===== src/bbs_pkg.sv =====
// Shared types and constants for the biphasic burst stimulator.
// No dependencies; imported by every module of the block.
package bbs_pkg;

    // Strength ceiling for the plus/minus buttons
    localparam logic [3:0]  MAX_LEVEL = 4'd9;

    localparam logic [12:0] DUTY_MAX  = 13'h1FFF;
    localparam logic [15:0] T16_MAX   = 16'hFFFF;

    // Register reset values
    localparam logic [7:0]  PHASE_TICKS_RST   = 8'd10;
    localparam logic [7:0]  PULSES_RST        = 8'd20;
    localparam logic [15:0] REST_TICKS_RST    = 16'd2000;
    localparam logic [15:0] DEBOUNCE_RST      = 16'd500;
    localparam logic [15:0] LONG_PRESS_RST    = 16'd1000;
    localparam logic [12:0] DUTY_STEP_RST     = 13'd819;

    // Register indexes (byte address / 4)
    localparam logic [2:0] REG_PHASE_TICKS = 3'd0;
    localparam logic [2:0] REG_PULSES      = 3'd1;
    localparam logic [2:0] REG_REST_TICKS  = 3'd2;
    localparam logic [2:0] REG_DEBOUNCE    = 3'd3;
    localparam logic [2:0] REG_LONG_PRESS  = 3'd4;
    localparam logic [2:0] REG_DUTY_STEP   = 3'd5;

    // Button bit positions in the input item
    localparam int KEY_UP    = 0;
    localparam int KEY_DOWN  = 1;
    localparam int KEY_POWER = 2;

    typedef enum logic [1:0] {
        PH_FWD  = 2'd0,
        PH_REV  = 2'd1,
        PH_OFF  = 2'd2,
        PH_REST = 2'd3
    } t_phase;

    typedef struct packed {
        logic [7:0]  phase_ticks;
        logic [7:0]  pulses_per_burst;
        logic [15:0] rest_ticks;
        logic [15:0] debounce_ticks;
        logic [15:0] long_press_ticks;
        logic [12:0] duty_step;
    } t_cfg;

    // Button handling results for one tick
    typedef struct packed {
        logic [3:0] strength;
        logic       short_press;
        logic       sleep_request;
    } t_btn_res;

    // Stimulator results for one tick
    typedef struct packed {
        logic        drive_forward;
        logic        drive_reverse;
        logic [12:0] pwm_duty;
        logic        burst_start;
    } t_stim_res;

endpackage


===== src/biphasic_burst_stimulator_top.sv =====
// Top level of the biphasic burst stimulator: stream ports, APB registers.
// Depends on bbs_pkg, bbs_regs, bbs_buttons and bbs_stim.
//
// Usage:
//   Each input transaction on the s-side is one 1 ms tick carrying the
//   sampled active-low buttons. Every tick produces exactly one output
//   transaction on the m-side with the bridge drive, PWM duty, strength
//   level and the burst-start, short-press and sleep-request flags.
//   An accepted item lands in the input register; its result is computed
//   and written to the output register once that register is free or is
//   being read, and shown from then on. Throughput: one tick per cycle
//   unless the receiver stalls, set by the single pass from input register
//   through the button and sequencer logic to the output register.
//   When the receiver stalls, the result holds in the output register and
//   one more tick waits in the input register; o_s_tready then drops.
//   Reset (i_rst_n low, synchronous) empties both registers, restores the
//   default register values and restarts at the first tick of a burst.
//   Users must write registers over APB only while no tick is in flight; it is unguarded.
module biphasic_burst_stimulator_top #(
    parameter logic [3:0] MAX_LEVEL = bbs_pkg::MAX_LEVEL
) (
    input  logic        i_clk,
    input  logic        i_rst_n,
    // Input tick stream
    input  logic        i_s_tvalid,
    output logic        o_s_tready,
    input  logic [7:0]  i_s_tdata,   // [0] plus_button, [1] minus_button, [2] power_button
    // Result stream
    output logic        o_m_tvalid,
    input  logic        i_m_tready,
    output logic [23:0] o_m_tdata,   // [0] drive_forward, [1] drive_reverse, [14:2] pwm_duty,
                                     // [18:15] strength_level, [19] burst_start,
                                     // [20] short_press, [21] sleep_request
    // Configuration
    input  logic        psel,
    input  logic        penable,
    input  logic        pwrite,
    input  logic [4:0]  paddr,
    input  logic [31:0] pwdata,
    output logic [31:0] prdata,
    output logic        pready
);
    import bbs_pkg::*;

    t_cfg        cfg;
    t_btn_res    btn_res;
    t_stim_res   stim_res;
    logic        r_in_valid;
    logic [2:0]  r_in_btn;
    logic        r_out_valid;
    logic [23:0] r_out_data;
    logic        adv;

    // Process the held tick when the output register is free
    assign adv        = r_in_valid && (!r_out_valid || i_m_tready);
    assign o_s_tready = !r_in_valid || adv;

    // Hold the accepted transaction in the input register
    always_ff @(posedge i_clk) begin
        if (!i_rst_n) begin
            r_in_valid <= 1'b0;
        end else if (o_s_tready) begin
            r_in_valid <= i_s_tvalid;
        end
    end

    always_ff @(posedge i_clk) begin
        if (o_s_tready && i_s_tvalid) begin
            r_in_btn <= i_s_tdata[2:0];
        end
    end

    bbs_regs u_regs (
        .i_clk   (i_clk),
        .i_rst_n (i_rst_n),
        .psel    (psel),
        .penable (penable),
        .pwrite  (pwrite),
        .paddr   (paddr),
        .pwdata  (pwdata),
        .prdata  (prdata),
        .pready  (pready),
        .o_cfg   (cfg)
    );

    bbs_buttons #(
        .MAX_LEVEL (MAX_LEVEL)
    ) u_buttons (
        .i_clk   (i_clk),
        .i_rst_n (i_rst_n),
        .i_adv   (adv),
        .i_btn   (r_in_btn),
        .i_cfg   (cfg),
        .o_res   (btn_res)
    );

    bbs_stim u_stim (
        .i_clk      (i_clk),
        .i_rst_n    (i_rst_n),
        .i_adv      (adv),
        .i_strength (btn_res.strength),
        .i_cfg      (cfg),
        .o_res      (stim_res)
    );

    // Capture the result; drop valid once the receiver takes it
    always_ff @(posedge i_clk) begin
        if (!i_rst_n) begin
            r_out_valid <= 1'b0;
        end else if (adv) begin
            r_out_valid <= 1'b1;
        end else if (i_m_tready) begin
            r_out_valid <= 1'b0;
        end
    end

    always_ff @(posedge i_clk) begin
        if (adv) begin
            r_out_data <= {2'b00,
                           btn_res.sleep_request,
                           btn_res.short_press,
                           stim_res.burst_start,
                           btn_res.strength,
                           stim_res.pwm_duty,
                           stim_res.drive_reverse,
                           stim_res.drive_forward};
        end
    end

    assign o_m_tvalid = r_out_valid;
    assign o_m_tdata  = r_out_data;

endmodule


===== src/bbs_regs.sv =====
// APB configuration registers of the stimulator.
// Depends on bbs_pkg for the register map, reset values and t_cfg.
module bbs_regs (
    input  logic               i_clk,
    input  logic               i_rst_n,
    input  logic               psel,
    input  logic               penable,
    input  logic               pwrite,
    input  logic [4:0]         paddr,
    input  logic [31:0]        pwdata,
    output logic [31:0]        prdata,
    output logic               pready,
    output bbs_pkg::t_cfg      o_cfg
);
    import bbs_pkg::*;

    t_cfg       r_cfg;
    logic       wr_en;
    logic [2:0] reg_idx;

    assign pready  = 1'b1;
    assign wr_en   = psel & penable & pwrite;
    assign reg_idx = paddr[4:2];

    // Write the addressed register on the access cycle
    always_ff @(posedge i_clk) begin
        if (!i_rst_n) begin
            r_cfg.phase_ticks      <= PHASE_TICKS_RST;
            r_cfg.pulses_per_burst <= PULSES_RST;
            r_cfg.rest_ticks       <= REST_TICKS_RST;
            r_cfg.debounce_ticks   <= DEBOUNCE_RST;
            r_cfg.long_press_ticks <= LONG_PRESS_RST;
            r_cfg.duty_step        <= DUTY_STEP_RST;
        end else if (wr_en) begin
            case (reg_idx)
                REG_PHASE_TICKS: r_cfg.phase_ticks      <= pwdata[7:0];
                REG_PULSES:      r_cfg.pulses_per_burst <= pwdata[7:0];
                REG_REST_TICKS:  r_cfg.rest_ticks       <= pwdata[15:0];
                REG_DEBOUNCE:    r_cfg.debounce_ticks   <= pwdata[15:0];
                REG_LONG_PRESS:  r_cfg.long_press_ticks <= pwdata[15:0];
                REG_DUTY_STEP:   r_cfg.duty_step        <= pwdata[12:0];
                default: ;
            endcase
        end
    end

    // Read back the addressed register
    always_comb begin
        case (reg_idx)
            REG_PHASE_TICKS: prdata = {24'd0, r_cfg.phase_ticks};
            REG_PULSES:      prdata = {24'd0, r_cfg.pulses_per_burst};
            REG_REST_TICKS:  prdata = {16'd0, r_cfg.rest_ticks};
            REG_DEBOUNCE:    prdata = {16'd0, r_cfg.debounce_ticks};
            REG_LONG_PRESS:  prdata = {16'd0, r_cfg.long_press_ticks};
            REG_DUTY_STEP:   prdata = {19'd0, r_cfg.duty_step};
            default:         prdata = 32'd0;
        endcase
    end

    assign o_cfg = r_cfg;

endmodule


===== src/bbs_buttons.sv =====
// Button debounce, strength level and power-button hold timing.
// Depends on bbs_pkg; state advances once per tick when i_adv is high.
module bbs_buttons #(
    parameter logic [3:0] MAX_LEVEL = bbs_pkg::MAX_LEVEL
) (
    input  logic                i_clk,
    input  logic                i_rst_n,
    input  logic                i_adv,
    input  logic [2:0]          i_btn,
    input  bbs_pkg::t_cfg       i_cfg,
    output bbs_pkg::t_btn_res   o_res
);
    import bbs_pkg::*;

    logic [2:0]  r_prev, n_prev;
    logic [15:0] r_quiet [3];
    logic [15:0] n_quiet [3];
    logic [3:0]  r_strength, n_strength, s_plus;
    logic        r_hold_active, n_hold_active;
    logic [15:0] r_hold_timer, n_hold_timer, hold_inc;
    logic [2:0]  edge_ok;
    logic        short_p, sleep_r;

    // Debounce each falling edge against its quiet timer
    always_comb begin
        for (int i = 0; i < 3; i++) begin
            if (r_prev[i] && !i_btn[i]) begin
                edge_ok[i] = (r_quiet[i] > i_cfg.debounce_ticks);
                n_quiet[i] = 16'd0;
            end else begin
                edge_ok[i] = 1'b0;
                n_quiet[i] = (r_quiet[i] != T16_MAX) ? r_quiet[i] + 16'd1 : r_quiet[i];
            end
        end
        n_prev = i_btn;
    end

    // Apply plus first, then minus, clamped to 0..MAX_LEVEL
    always_comb begin
        s_plus     = (edge_ok[KEY_UP] && (r_strength < MAX_LEVEL))
                     ? r_strength + 4'd1 : r_strength;
        n_strength = (edge_ok[KEY_DOWN] && (s_plus != 4'd0)) ? s_plus - 4'd1 : s_plus;
    end

    // Time the power-button hold; an accepted edge restarts it
    always_comb begin
        hold_inc      = (r_hold_timer != T16_MAX) ? r_hold_timer + 16'd1 : r_hold_timer;
        n_hold_active = r_hold_active;
        n_hold_timer  = r_hold_timer;
        short_p       = 1'b0;
        sleep_r       = 1'b0;
        if (r_hold_active) begin
            if (i_btn[KEY_POWER]) begin
                short_p       = (r_hold_timer < i_cfg.long_press_ticks);
                n_hold_active = 1'b0;
            end else begin
                n_hold_timer = hold_inc;
                if (hold_inc >= i_cfg.long_press_ticks) begin
                    sleep_r       = 1'b1;
                    n_hold_active = 1'b0;
                end
            end
        end
        if (edge_ok[KEY_POWER]) begin
            n_hold_active = 1'b1;
            n_hold_timer  = 16'd0;
        end
    end

    // Advance state once per tick
    always_ff @(posedge i_clk) begin
        if (!i_rst_n) begin
            r_prev        <= 3'b111;
            r_quiet[0]    <= 16'd0;
            r_quiet[1]    <= 16'd0;
            r_quiet[2]    <= 16'd0;
            r_strength    <= 4'd0;
            r_hold_active <= 1'b0;
            r_hold_timer  <= 16'd0;
        end else if (i_adv) begin
            r_prev        <= n_prev;
            r_quiet[0]    <= n_quiet[0];
            r_quiet[1]    <= n_quiet[1];
            r_quiet[2]    <= n_quiet[2];
            r_strength    <= n_strength;
            r_hold_active <= n_hold_active;
            r_hold_timer  <= n_hold_timer;
        end
    end

    assign o_res.strength      = n_strength;
    assign o_res.short_press   = short_p;
    assign o_res.sleep_request = sleep_r;

endmodule


===== src/bbs_stim.sv =====
// Pulse sequencer: forward, reverse, off; bursts end in rest if set.
// Depends on bbs_pkg; state advances once per tick when i_adv is high.
module bbs_stim (
    input  logic                i_clk,
    input  logic                i_rst_n,
    input  logic                i_adv,
    input  logic [3:0]          i_strength,
    input  bbs_pkg::t_cfg       i_cfg,
    output bbs_pkg::t_stim_res  o_res
);
    import bbs_pkg::*;

    t_phase      r_phase, n_phase;
    logic [15:0] r_timer, n_timer, timer_inc, limit;
    logic [7:0]  r_pulse, n_pulse, pulse_inc;
    logic [12:0] r_duty, n_duty;
    logic [16:0] duty_prod;
    logic        first_tick;

    assign first_tick = (r_phase == PH_FWD) && (r_timer == 16'd0);
    assign duty_prod  = {13'd0, i_strength} * {4'd0, i_cfg.duty_step};

    // Latch the saturated duty at the start of each pulse
    always_comb begin
        n_duty = r_duty;
        if (first_tick) begin
            n_duty = (duty_prod > {4'd0, DUTY_MAX}) ? DUTY_MAX : duty_prod[12:0];
        end
    end

    // Drive outputs for the current phase
    always_comb begin
        o_res.drive_forward = (r_phase == PH_FWD);
        o_res.drive_reverse = (r_phase == PH_REV);
        o_res.pwm_duty      = (r_phase == PH_FWD || r_phase == PH_REV) ? n_duty : 13'd0;
        o_res.burst_start   = first_tick && (r_pulse == 8'd0);
    end

    // Step the phase timer and move to the next phase at its limit
    always_comb begin
        timer_inc = (r_timer != T16_MAX) ? r_timer + 16'd1 : r_timer;
        limit     = (r_phase == PH_REST) ? i_cfg.rest_ticks : {8'd0, i_cfg.phase_ticks};
        pulse_inc = r_pulse + 8'd1;
        n_phase   = r_phase;
        n_timer   = timer_inc;
        n_pulse   = r_pulse;
        if (timer_inc >= limit) begin
            n_timer = 16'd0;
            case (r_phase)
                PH_FWD: n_phase = PH_REV;
                PH_REV: n_phase = PH_OFF;
                PH_OFF: begin
                    if (pulse_inc >= i_cfg.pulses_per_burst) begin
                        n_pulse = 8'd0;
                        n_phase = (i_cfg.rest_ticks == 16'd0) ? PH_FWD : PH_REST;
                    end else begin
                        n_pulse = pulse_inc;
                        n_phase = PH_FWD;
                    end
                end
                default: n_phase = PH_FWD;
            endcase
        end
    end

    always_ff @(posedge i_clk) begin
        if (!i_rst_n) begin
            r_phase <= PH_FWD;
            r_timer <= 16'd0;
            r_pulse <= 8'd0;
            r_duty  <= 13'd0;
        end else if (i_adv) begin
            r_phase <= n_phase;
            r_timer <= n_timer;
            r_pulse <= n_pulse;
            r_duty  <= n_duty;
        end
    end

endmodule


===== config.mk =====
export PLATFORM = sky130hd
export DESIGN_NAME = biphasic_burst_stimulator_top
export DESIGN_NICKNAME = d
export VERILOG_FILES = /design/src/bbs_pkg.sv /design/src/biphasic_burst_stimulator_top.sv /design/src/bbs_regs.sv /design/src/bbs_buttons.sv /design/src/bbs_stim.sv
export SDC_FILE = /design/constraint.sdc
export NUM_CORES = 1
export LEC_CHECK = 0
export ABC_CLOCK_PERIOD_IN_PS = 7800
export BUFFER_PORTS_ARGS = -buffer_cell sky130_fd_sc_hd__buf_2
export CAP_MARGIN = 25
export CORE_MARGIN = 2
export CORE_UTILIZATION = 30
export CTS_CLUSTER_DIAMETER = 40
export CTS_CLUSTER_SIZE = 28
export DETAILED_ROUTE_END_ITERATION = 8
export PLACE_DENSITY = 0.5
export RECOVER_POWER = 50
export SYNTH_ARGS = -nofsm -noshare
export SYNTH_HDL_FRONTEND = slang
export SYNTH_SLANG_ARGS = --single-unit
export TNS_END_PERCENT = 1

===== constraint.sdc =====
create_clock -name i_clk -period 7.8 [get_ports i_clk]
set_input_delay 0 -clock i_clk [delete_from_list [all_inputs] [get_ports i_clk]]
set_output_delay 0 -clock i_clk [all_outputs]
set_load 0.02 [all_outputs]

# Word level (Yosys, flattened, before mapping)
# Memories as Yosys holds them, arrays and structs flattened.
# Cells that the tools add are included.
# word_totals
mem_bits_rw,48
reg_bits,167
n_memories,1
output_inout_bits,59
# memory_table
memory,words,width,read_ports,rd_clocked_by_memory_dff,write_ports,line_no,text
u_buttons.r_quiet,3,16,3,0,3,bbs_buttons.sv:16,logic [15:0] r_quiet [3];
# classes
bitwise,6
mux,39
add_sub_neg,8
magnitude_cmp,9
reduce_logical,36
multipliers,1
n_eq_ne,14
# op_table
op,count
$mux W16,16
$pmux W16 S6,1
$add A16 B1 Y16 const B,5
$ne A16 B16 Y1 const B,5
$gt A16 B16 Y1,3
$ge A16 B16 Y1,2
$logic_not A16 Y1,2
$mux W13,2
$gt A17 B13 Y1 const B,1
$mul A4 B13 Y17,1
$lt A16 B16 Y1,1
$reduce_and A2 Y1,8
$mux W1,14
$logic_and A1 B1 Y1,9
$add A8 B1 Y8 const B,1
$ge A8 B8 Y1,1
$logic_not A8 Y1,1
$mux W4,2
$mux W8,1
$eq A3 B2 Y1 const B,2
$eq A3 B3 Y1 const B,2
$pmux W2 S3,1
$reduce_and A3 Y1,2
$logic_not A1 Y1,5
other kinds (17),25

# Longest topological paths before layout
# Gate-level depths: netlist of the first run.
# logic_depth
depth_word,12
ltp_mapped,25
ltp_nobuf,23

# Hierarchy
# From an unflattened synthesis of the first run, not the netlist that was laid out.
# hier_totals
cells_unflattened,1668
area_unflattened_um2,15033.2
# modules_own_cells
mod,area_per_inst_um2,seq_area_each_um2,cells_per_inst,instances
bbs_buttons,5931.9,1921.8,674,1
bbs_stim,4565.6,780.7,570,1
bbs_regs,3662.3,1541.5,387,1
biphasic_burst_stimulator_top,873.3,790.8,37,1

# Worst setup path before layout of the first run
# OpenSTA, ideal clock, no wires.
# synth_timing
path_type,reg-to-reg
startpoint,memory u_buttons.r_quiet[0][6]
endpoint,"register r_out_data[10], in the netlist o_m_tdata[10] (data pin)"
stages_incl_launch_ff,25
setup_slack_ps,2188
required_time_ps,7525
arrival_time_ps,5337
n_path_buf,2
setup_ps,275
period_less_slack_ps,5612
path_cell_list,edfxtp_1 -> ha_1 -> a41oi_1 -> o21ai_1 -> a221oi_2 -> a31oi_4 -> nand2_1 -> mux2i_1 -> mux2i_2 -> buf_6 -> and2_1 -> fa_1 -> inv_1 -> fa_1 -> inv_1 -> ha_1 -> a211oi_1 -> a211o_1 -> a31oi_1 -> a31oi_1 -> mux2i_1 -> o311ai_4 -> buf_4 -> nor2_1 -> a211oi_1
# synth_rtl
element,line_no,text
"start, declared",bbs_buttons.sv:16,
"end signal, assigned",biphasic_burst_stimulator_top.sv:119,"r_out_data <= {2'b00,"
"end, declared",biphasic_burst_stimulator_top.sv:51,logic [23:0] r_out_data;

# Worst setup path after layout of the first run
# layout_timing
startpoint,"register u_regs.r_cfg, in the netlist u_regs.o_cfg[35]"
endpoint,"register r_out_data[11], in the netlist o_m_tdata[11] (data pin)"
# layout_via
elab_chain_cells,11
word_cells_on_any_way,14
# layout_lines
element,line_no,text
"start, declared",bbs_regs.sv:17,t_cfg r_cfg;
"parallel branches: the longest is 6 deep, another holds $gt A16 B16 Y1",-,
$mux W4 (*),bbs_buttons.sv:42,n_strength = (edge_ok[KEY_DOWN] && (s_plus != 4'd0)) ? s_plus - 4'd1 : s_plus;
$mul A4 B13 Y17 (*),bbs_stim.sv:21,"assign duty_prod = {13'd0, i_strength} * {4'd0, i_cfg.duty_step};"
$gt A17 B13 Y1,bbs_stim.sv:27,"n_duty = (duty_prod > {4'd0, DUTY_MAX}) ? DUTY_MAX : duty_prod[12:0];"
$mux W13 (*),bbs_stim.sv:27,
$mux W13 (*),bbs_stim.sv:26,if (first_tick) begin
# Mark *: on every way between the ends.
# A chain may end at the register's enable or synchronous reset.

==> results.py, run 1 <==
metrics = {
    "synthesis": {
        "synth_seq_cells": 215,
        "async_flop_share_pct": 0,
        "synth.avg_cell_area_um2": 8.56,
        "ys_seq_area_share_pct": 34.2,
        "mappedNetlistArea_mm2": 0.0147,
        "netlist_instances": 1718,
        "yosysTopAreaCell": "dfxtp_1",
        "synth_ff_type": "dfxtp_1",
        "synth_edf_count": 73,
        "synthDistinctLibCells": 91,
        "synth_top_area_share_pct": 19.3,
        "yosys.cell_count.top_type": "nand2_1",
        "synth_area_leaders": "dfxtp_1, edfxtp_1, ha_1",
        "synth_common_cells": "nand2_1, nor2_1, dfxtp_1",
        "synth_warnings": 0,
    },
    "pwr": {
        "p_per_area_mw_per_mm2": 215,
        "p_leak_uw": 0.00711,
        "ir_drop_uv": 137,
    },
    "placement": {
        "gp_congestion": 0.844,
        "io_buffers": 68,
        "detailed_place_hpwl_mm": 31.7,
    },
    "clock_network": {
        "clk_path_buf_depth": 3,
        "clkLatencyLatePin_ns": 0.58,
        "htree_num_levels": 2,
        "cts_buffers": 48,
        "clk_pin_slew_ns": 0.05,
        "postCtsSetupRepairBufs": 0,
        "root_buffer": "clkbuf_16",
        "cts_tree": "built",
        "cts.sinks": 215,
    },
    "global_routing": {
        "grt_max_degree": 70,
        "grt_usage_pct": 17.3,
        "grt_pass1_wl_mm": 68.5,
        "antenna_found_initial": 0,
        "overflow": 0,
        "grt_pass1_vias": 12000,
    },
    "drt": {
        "drtPass1Iterations": 5,
        "wl_mm": 43.9,
        "routedWlPerCell_um": 17.8,
        "routed_via_density": 5.08,
        "vias": 12500,
        "first_iter_violations": 798,
        "drcViolationCount": 0,
        "antenna_left": 0,
    },
    "cells_and_area": {
        "antenna_cells": 0,
        "finish.utilization_pct": 35.9,
        "layout-drive-gt1-share_pct": 8.46,
        "syn_to_final_growth_pct": 18.9,
        "nets": 2015,
    },
    "floorplanning": {
        "ios": 111,
        "dieHeight_um": 225,
        "row_count": 81,
        "die_w_um": 225,
        "core_region_area_mm2": 0.0486,
        "floorplan.initialDensity_pct": 30.2,
        "die_area_mm2": 0.0508,
    },
    "sta": {
        "tns_ns": 0,
        "worstMarginPinSlew_ns": 2.38,
        "fin_crit_sh_pct": 82.0,
        "drv_slew": 72,
        "setup_viol": 0,
        "layout_min_cycle_time_ns": 6.40,
        "hold_violations": 0,
        "rsz0062_at_grt": "false",
        "maxSlewHeadroom_pct": -59.0,
        "fin_skew_ns": 0.0276,
        "fmax_mhz": 156,
    },
    "critical_path": {
        "required_ns": 8.09,
        "startpoint_type": "flip-flop",
        "crit_arrival_ns": 6.69,
        "critPathMaxFanout": 15,
        "cp-end-kind": "flip-flop",
        "worstSetupPathType": "flip-flop to flip-flop",
    },
    "flow_run": {
        "drv_cap": 3,
    },
    "worst_hold_path": {
        "hold_class": "input pin to flip-flop",
    },
    "run_status": {
        "violations": "capacitance limit, slew limit",
        "status": "complete, but fails checks",
    },
}
==> through the flow <==
step	cells	hold WS [ns]	cell area (um^2)	worst slack, ns	power, uW
finish	2467	0.0942	17500	1.40	3760
global route	2467	0.129	17500	0.998	3900
CTS	2467	0.0865	17600	1.44	3800
detailed placement	2355	0.185	15600	1.47	1610
global placement	2352	0.185	15600	1.53	1600
floorplan	1735	0.0989	14800	2.19	1500
==> layout make-up <==
cell class | count | area [um^2]
fill | 5040 | 31200
multi-input combinational | 1327 | 8910
sequential | 215 | 5030
clock buffer | 65 | 1370
tap | 622 | 778
timing repair buffer | 110 | 659
inverter | 105 | 394
clock inverter | 23 | 335
==> layout by cell type (no fill, tap or decap), types with 14 or more instances in the layout <==
cell type      synthesis  final
a21oi_1              114    114
conb_1                 2     19
inv_1                102    102
nor3_1                26     26
nand2b_1              18     18
nand4_1               29     29
nand3_1               57     57
mux2i_1               44     44
xor2_1                36     36
fa_1                  22     22
o211ai_1              21     21
dfxtp_1              142    142
and3_1                22     22
or3_1                 19     19
a22oi_1               14     14
a31oi_1               18     18
nor2b_1               15     15
ha_1                 134    134
clkbuf_1              51     53
a21o_1                24     24
nor2_1               170    170
o21ai_0               40     40
dlygate4sd3_1          0     24
nand2_1              243    243
edfxtp_1              73     73
buf_2                  6     29
and2_1                35     33
clkbuf_16              0     51
nor4_1                15     14
xnor2_1               40     40
a211oi_1              32     32
==> metal layers <==
layer  global-route usage [%]  up-vias  part of all wire (%)
li1                         -     6233                     -
met5                        0        -                     0
met2                     27.7      246                    45
met3                     3.01       66                   4.1
met4                     5.79        0                   2.6
met1                     23.4     5992                    48
==> power by group <==
| part | internal (uW) | total, uW | leakage, uW | switching (uW) |
|---|---|---|---|---|
| combinational | 123 | 355 | 0.00438 | 232 |
| clock | 1490 | 2170 | 0.000832 | 679 |
| sequential | 1210 | 1240 | 0.00190 | 34.1 |
| total | 2820 | 3760 | 0.00711 | 946 |
==> repair_timing <==
action,4_1_cts,5_1_grt
endpoints found under the hold margin,93,0
resized for setup,0,0
hold buffers,24,0
==> final timing paths <==
| check | start | to | slack (ns) | depth (start not counted) |
|---|---|---|---|---|
| max reg2reg | u_regs.o_cfg[35] | o_m_tdata[11] | 1.40 | 24 |
| max | u_regs.o_cfg[35] | o_m_tdata[11] | 1.40 | 24 |
| min | penable | u_regs.o_cfg[46] | 0.09 | 5 |
| min reg2reg | u_regs.o_cfg[32] | u_regs.o_cfg[32] | 0.45 | 2 |
==> state kept, by name (all words and copies together) (netlist names) <==
name / cells
u_buttons.r_hold_timer: 16
o_m_tvalid: 1
u_stim.r_duty: 13
o_m_tdata: 22
u_buttons.r_quiet: 48
r_in_btn: 3
u_buttons.r_hold_active: 1
u_stim.r_pulse: 8
r_in_valid: 1
u_stim.r_timer: 16
u_buttons.r_strength: 4
u_buttons.r_prev: 3
u_regs.o_cfg: 77
u_stim.r_phase: 2
==> logic make-up after synthesis <==
family / Yosys count / share of synthesized area, %
multiplexers: 48 / 3.32
adder cells (fa/ha/maj): 156 / 14.4
AO/OA/AOI/OAI: 343 / 15.7
AND/OR/NAND/NOR: 685 / 22.1
flip-flops: 215 / 34.2
other: 2 / 0.0511
buffers and inverters: 193 / 5.63
XOR/XNOR: 76 / 4.53
==> critical path, cell delays in order (launching register included) <==
cell and delay [ns]:
dfxtp_1 0.30, inv_1 0.25, ha_1 0.32, a41oi_1 0.21, o21ai_1 0.12, a221oi_2 0.47
a31oi_4 0.23, nand2_1 0.18, mux2i_1 0.23, mux2i_2 0.09, buf_4 0.19, and2_1 0.18
fa_1 0.49, inv_1 0.05, fa_1 0.53, inv_1 0.04, ha_1 0.35, a211oi_1 0.35
a211o_1 0.21, a31oi_1 0.12, a31oi_1 0.27, mux2i_1 0.31, o311ai_4 0.23, o21ba_1 0.31
a211oi_1 0.08
No activity file was read; power rests on OpenSTA's default activity.
==> inputs of run 2 (changes only) <==
ABC_AREA = 1   (was not set)
ABC_CLOCK_PERIOD_IN_PS = 5800   (was 7800)
PLACE_DENSITY = 0.51   (was 0.5)
clock period = 5.8 ns   (was 7.8 ns; I/O delays follow)
==> run 2 against run 1 <==
The run still ends with capacitance limit, slew limit left. Maximum frequency rose by 18%. Clock power increased by 22%. Highest routed layer is now met5. Synthesized cell count grew 8.8%. Sequential share of layout area is 0.27 points higher. Combinational power rose by 72%. First-iteration DRC count down 12%. Sequential power rose by 35%. Largest power group unchanged. Global-route usage rose by 0.43 points. Utilization rose by 0.42 points. Via count increased by 2.6%. Critical endpoint is now o_m_tdata[7]. Register-to-register slack worse by 1.0 ns.
==> results.py, run 2 <==
metrics = {
    "critical_path": {
        "slowest_stage": "fa_1",
        "cpPeakStageDelay_ns": 0.55,
        "required_ns": 6.09,
        "r2r-start": "u_regs.o_cfg[32]",
        "cp-end-kind": "flip-flop",
        "critPathMaxFanout": 13,
        "path_common_cell": "nand2_1",
        "startpoint_type": "flip-flop",
        "crit_arrival_ns": 5.69,
        "worstReg2RegEnd": "o_m_tdata[7]",
        "r2r_slack_ns": 0.40,
        "reg2reg_depth": 34,
        "worstSetupPathType": "flip-flop to flip-flop",
    },
    "global_routing": {
        "antenna_found_initial": 1,
        "grt_usage_pct": 17.7,
        "grt_pass1_vias": 12400,
        "overflow": 0,
        "grt_pass1_wl_mm": 69.4,
        "grt_max_degree": 76,
    },
    "synthesis": {
        "ys_seq_area_share_pct": 34.8,
        "yosys.cell_count.top_type": "nand2_1",
        "synth.avg_cell_area_um2": 7.73,
        "mappedNetlistArea_mm2": 0.0144,
        "async_flop_share_pct": 0,
        "synth_seq_cells": 215,
        "synth_warnings": 0,
        "synth_area_leaders": "dfxtp_1, edfxtp_1, ha_1",
        "synth_ff_type": "dfxtp_1",
        "netlist_instances": 1870,
        "synth_common_cells": "nand2_1, inv_1, a21oi_1",
        "yosysTopAreaCell": "dfxtp_1",
        "synth_edf_count": 73,
        "synthDistinctLibCells": 59,
        "synth_top_area_share_pct": 19.7,
    },
    "worst_hold_path": {
        "min_delay_path_depth": 2,
        "holdPathEnd": "r_in_btn[1]",
        "hold_class": "input pin to flip-flop",
        "min_from": "i_s_tdata[1]",
    },
    "pwr": {
        "total_power_uw": 4930,
        "ir_drop_uv": 251,
        "p_per_area_mw_per_mm2": 285,
        "p_leak_uw": 0.00752,
    },
    "sta": {
        "layout_min_cycle_time_ns": 5.40,
        "worstMarginPinSlew_ns": 3.34,
        "fmax_mhz": 185,
        "fin_crit_sh_pct": 93.1,
        "maxSlewHeadroom_pct": -123,
        "hold_violations": 0,
        "tns_ns": 0,
        "setup_viol": 0,
        "drv_slew": 115,
        "fin_skew_ns": 0.0366,
        "hold-worst-slack_ns": 0.132,
    },
    "clock_network": {
        "cts_tree": "built",
        "clk_pin_slew_ns": 0.06,
        "root_buffer": "clkbuf_16",
        "cts_buffers": 44,
        "clk_path_buf_depth": 3,
        "htree_num_levels": 2,
        "cts.sinks": 215,
        "clkLatencyLatePin_ns": 0.59,
    },
    "drt": {
        "drcViolationCount": 0,
        "wl_mm": 43.8,
        "vias": 12900,
        "routedWlPerCell_um": 16.6,
        "first_iter_violations": 699,
        "drtPass1Iterations": 5,
        "routed_via_density": 4.88,
        "antenna_left": 0,
    },
    "floorplanning": {
        "core_region_area_mm2": 0.0476,
        "die_w_um": 223,
        "row_count": 80,
        "ios": 111,
        "die_area_mm2": 0.0499,
        "dieHeight_um": 223,
        "floorplan.initialDensity_pct": 30.3,
    },
    "cells_and_area": {
        "fin_cells": 2639,
        "antenna_cells": 0,
        "finish.utilization_pct": 36.4,
        "largest_register_ffs": 77,
        "layout-drive-gt1-share_pct": 11.3,
        "final_cell_mix": "nand2_1, inv_1, a21oi_1",
        "final_common_cell": "nand2_1",
        "syn_to_final_growth_pct": 19.9,
        "nets": 2197,
    },
    "placement": {
        "dp.cells": 2533,
        "io_buffers": 68,
        "detailed_place_hpwl_mm": 32.9,
        "gp_congestion": 0.870,
    },
    "flow_run": {
        "drv_cap": 2,
    },
    "run_status": {
        "status": "complete, but fails checks",
        "violations": "capacitance limit, slew limit",
    },
}
==> run 2: changes by cell type in the layout (fill, tap and decap cells not counted), sizes merged, moves of 20 or more <==
cell | before | now
a211oi | 33 | 1
a21o | 24 | 2
a21oi | 117 | 195
and2 | 35 | 0
and3 | 22 | 1
inv | 108 | 287
mux2i | 45 | 0
nand2 | 243 | 323
nand2b | 20 | 0
nor3 | 28 | 55
o21ai | 45 | 112
o22ai | 6 | 27
or3 | 20 | 0
xnor2 | 40 | 12
==> run 2: logic make-up after synthesis <==
kind of cell | count (synthesis) | synth area share [%]
adder cells (fa/ha/maj) | 156 | 14.7
XOR/XNOR | 39 | 2.36
AND/OR/NAND/NOR | 706 | 22.4
buffers and inverters | 347 | 9.85
AO/OA/AOI/OAI | 405 | 15.8
other | 2 | 0.0520
flip-flops | 215 | 34.8
==> run 2: layout make-up <==
cell class / instances / area [um^2]
sequential: 215 / 5040
multi-input combinational: 1325 / 8170
fill: 4947 / 30300
tap: 615 / 769
clock buffer: 50 / 1170
inverter: 282 / 1060
timing repair buffer: 121 / 753
clock inverter: 31 / 362
==> run 2: worst max path at each step <==
| stage | from | endpoint | cells after the start | slack (ns) |
|---|---|---|---|---|
| finish | u_regs.o_cfg[32] | o_m_tdata[7] | 34 | 0.40 |
| global route | u_buttons.r_quiet[0][7] | o_m_tdata[12] | 32 | -0.009 |
| floorplan | u_buttons.r_quiet[0][9] | o_m_tdata[10] | 35 | 0.77 |
| global placement | u_buttons.r_quiet[0][7] | o_m_tdata[11] | 33 | 0.20 |
| detailed placement | u_buttons.r_quiet[0][7] | o_m_tdata[10] | 33 | 0.14 |
| CTS | u_buttons.r_quiet[0][7] | o_m_tdata[7] | 33 | 0.10 |
==> run 2: layer usage <==
| layer | share of wire (%) | track usage [%] | vias up | wire length, um |
|---|---|---|---|---|
| li1 | - | - | 6530 | - |
| met1 | 46 | 23.4 | 5951 | 20200 |
| met2 | 45 | 28.6 | 296 | 19700 |
| met3 | 5.1 | 2.81 | 87 | 2240 |
| met4 | 3.7 | 7.81 | 2 | 1630 |
| met5 | 0.023 | 0 | - | 10 |
==> run 2: what timing repair did <==
item | 4_1_cts | 5_1_grt
setup endpoints to repair | 0 | 26
hold buffers | 23 | 0
buffers inserted | 0 | 2
endpoints found under the hold margin | 85 | 0
gates resized for setup | 0 | 33
==> run 2: report_power, final <==
| part | total, uW | internal, uW | leakage [uW] | switching [uW] |
|---|---|---|---|---|
| clock network | 2640 | 1690 | 0.000747 | 948 |
| registers | 1680 | 1630 | 0.00190 | 48.1 |
| logic | 610 | 205 | 0.00488 | 405 |
| total | 4930 | 3530 | 0.00752 | 1400 |
==> run 2: critical path: cells and delay by family (launching register included) <==
| kind | cells | cell delay [ns] |
|---|---|---|
| AND/OR/NAND/NOR | 19 | 1.69 |
| AO/OA/AOI/OAI | 3 | 0.43 |
| adder cells (fa/ha/maj) | 4 | 1.71 |
| buffers and inverters | 7 | 0.78 |
| flip-flops | 1 | 0.31 |
| XOR/XNOR | 1 | 0.16 |
==> run 2: stage by stage <==
stage                     cell area, um^2  setup slack, ns
final                               17300            0.397
after global routing                17300         -0.00922
after CTS                           17200            0.105
after detailed placement            15500            0.138
after global placement              15500            0.202
after floorplan                     14500            0.769
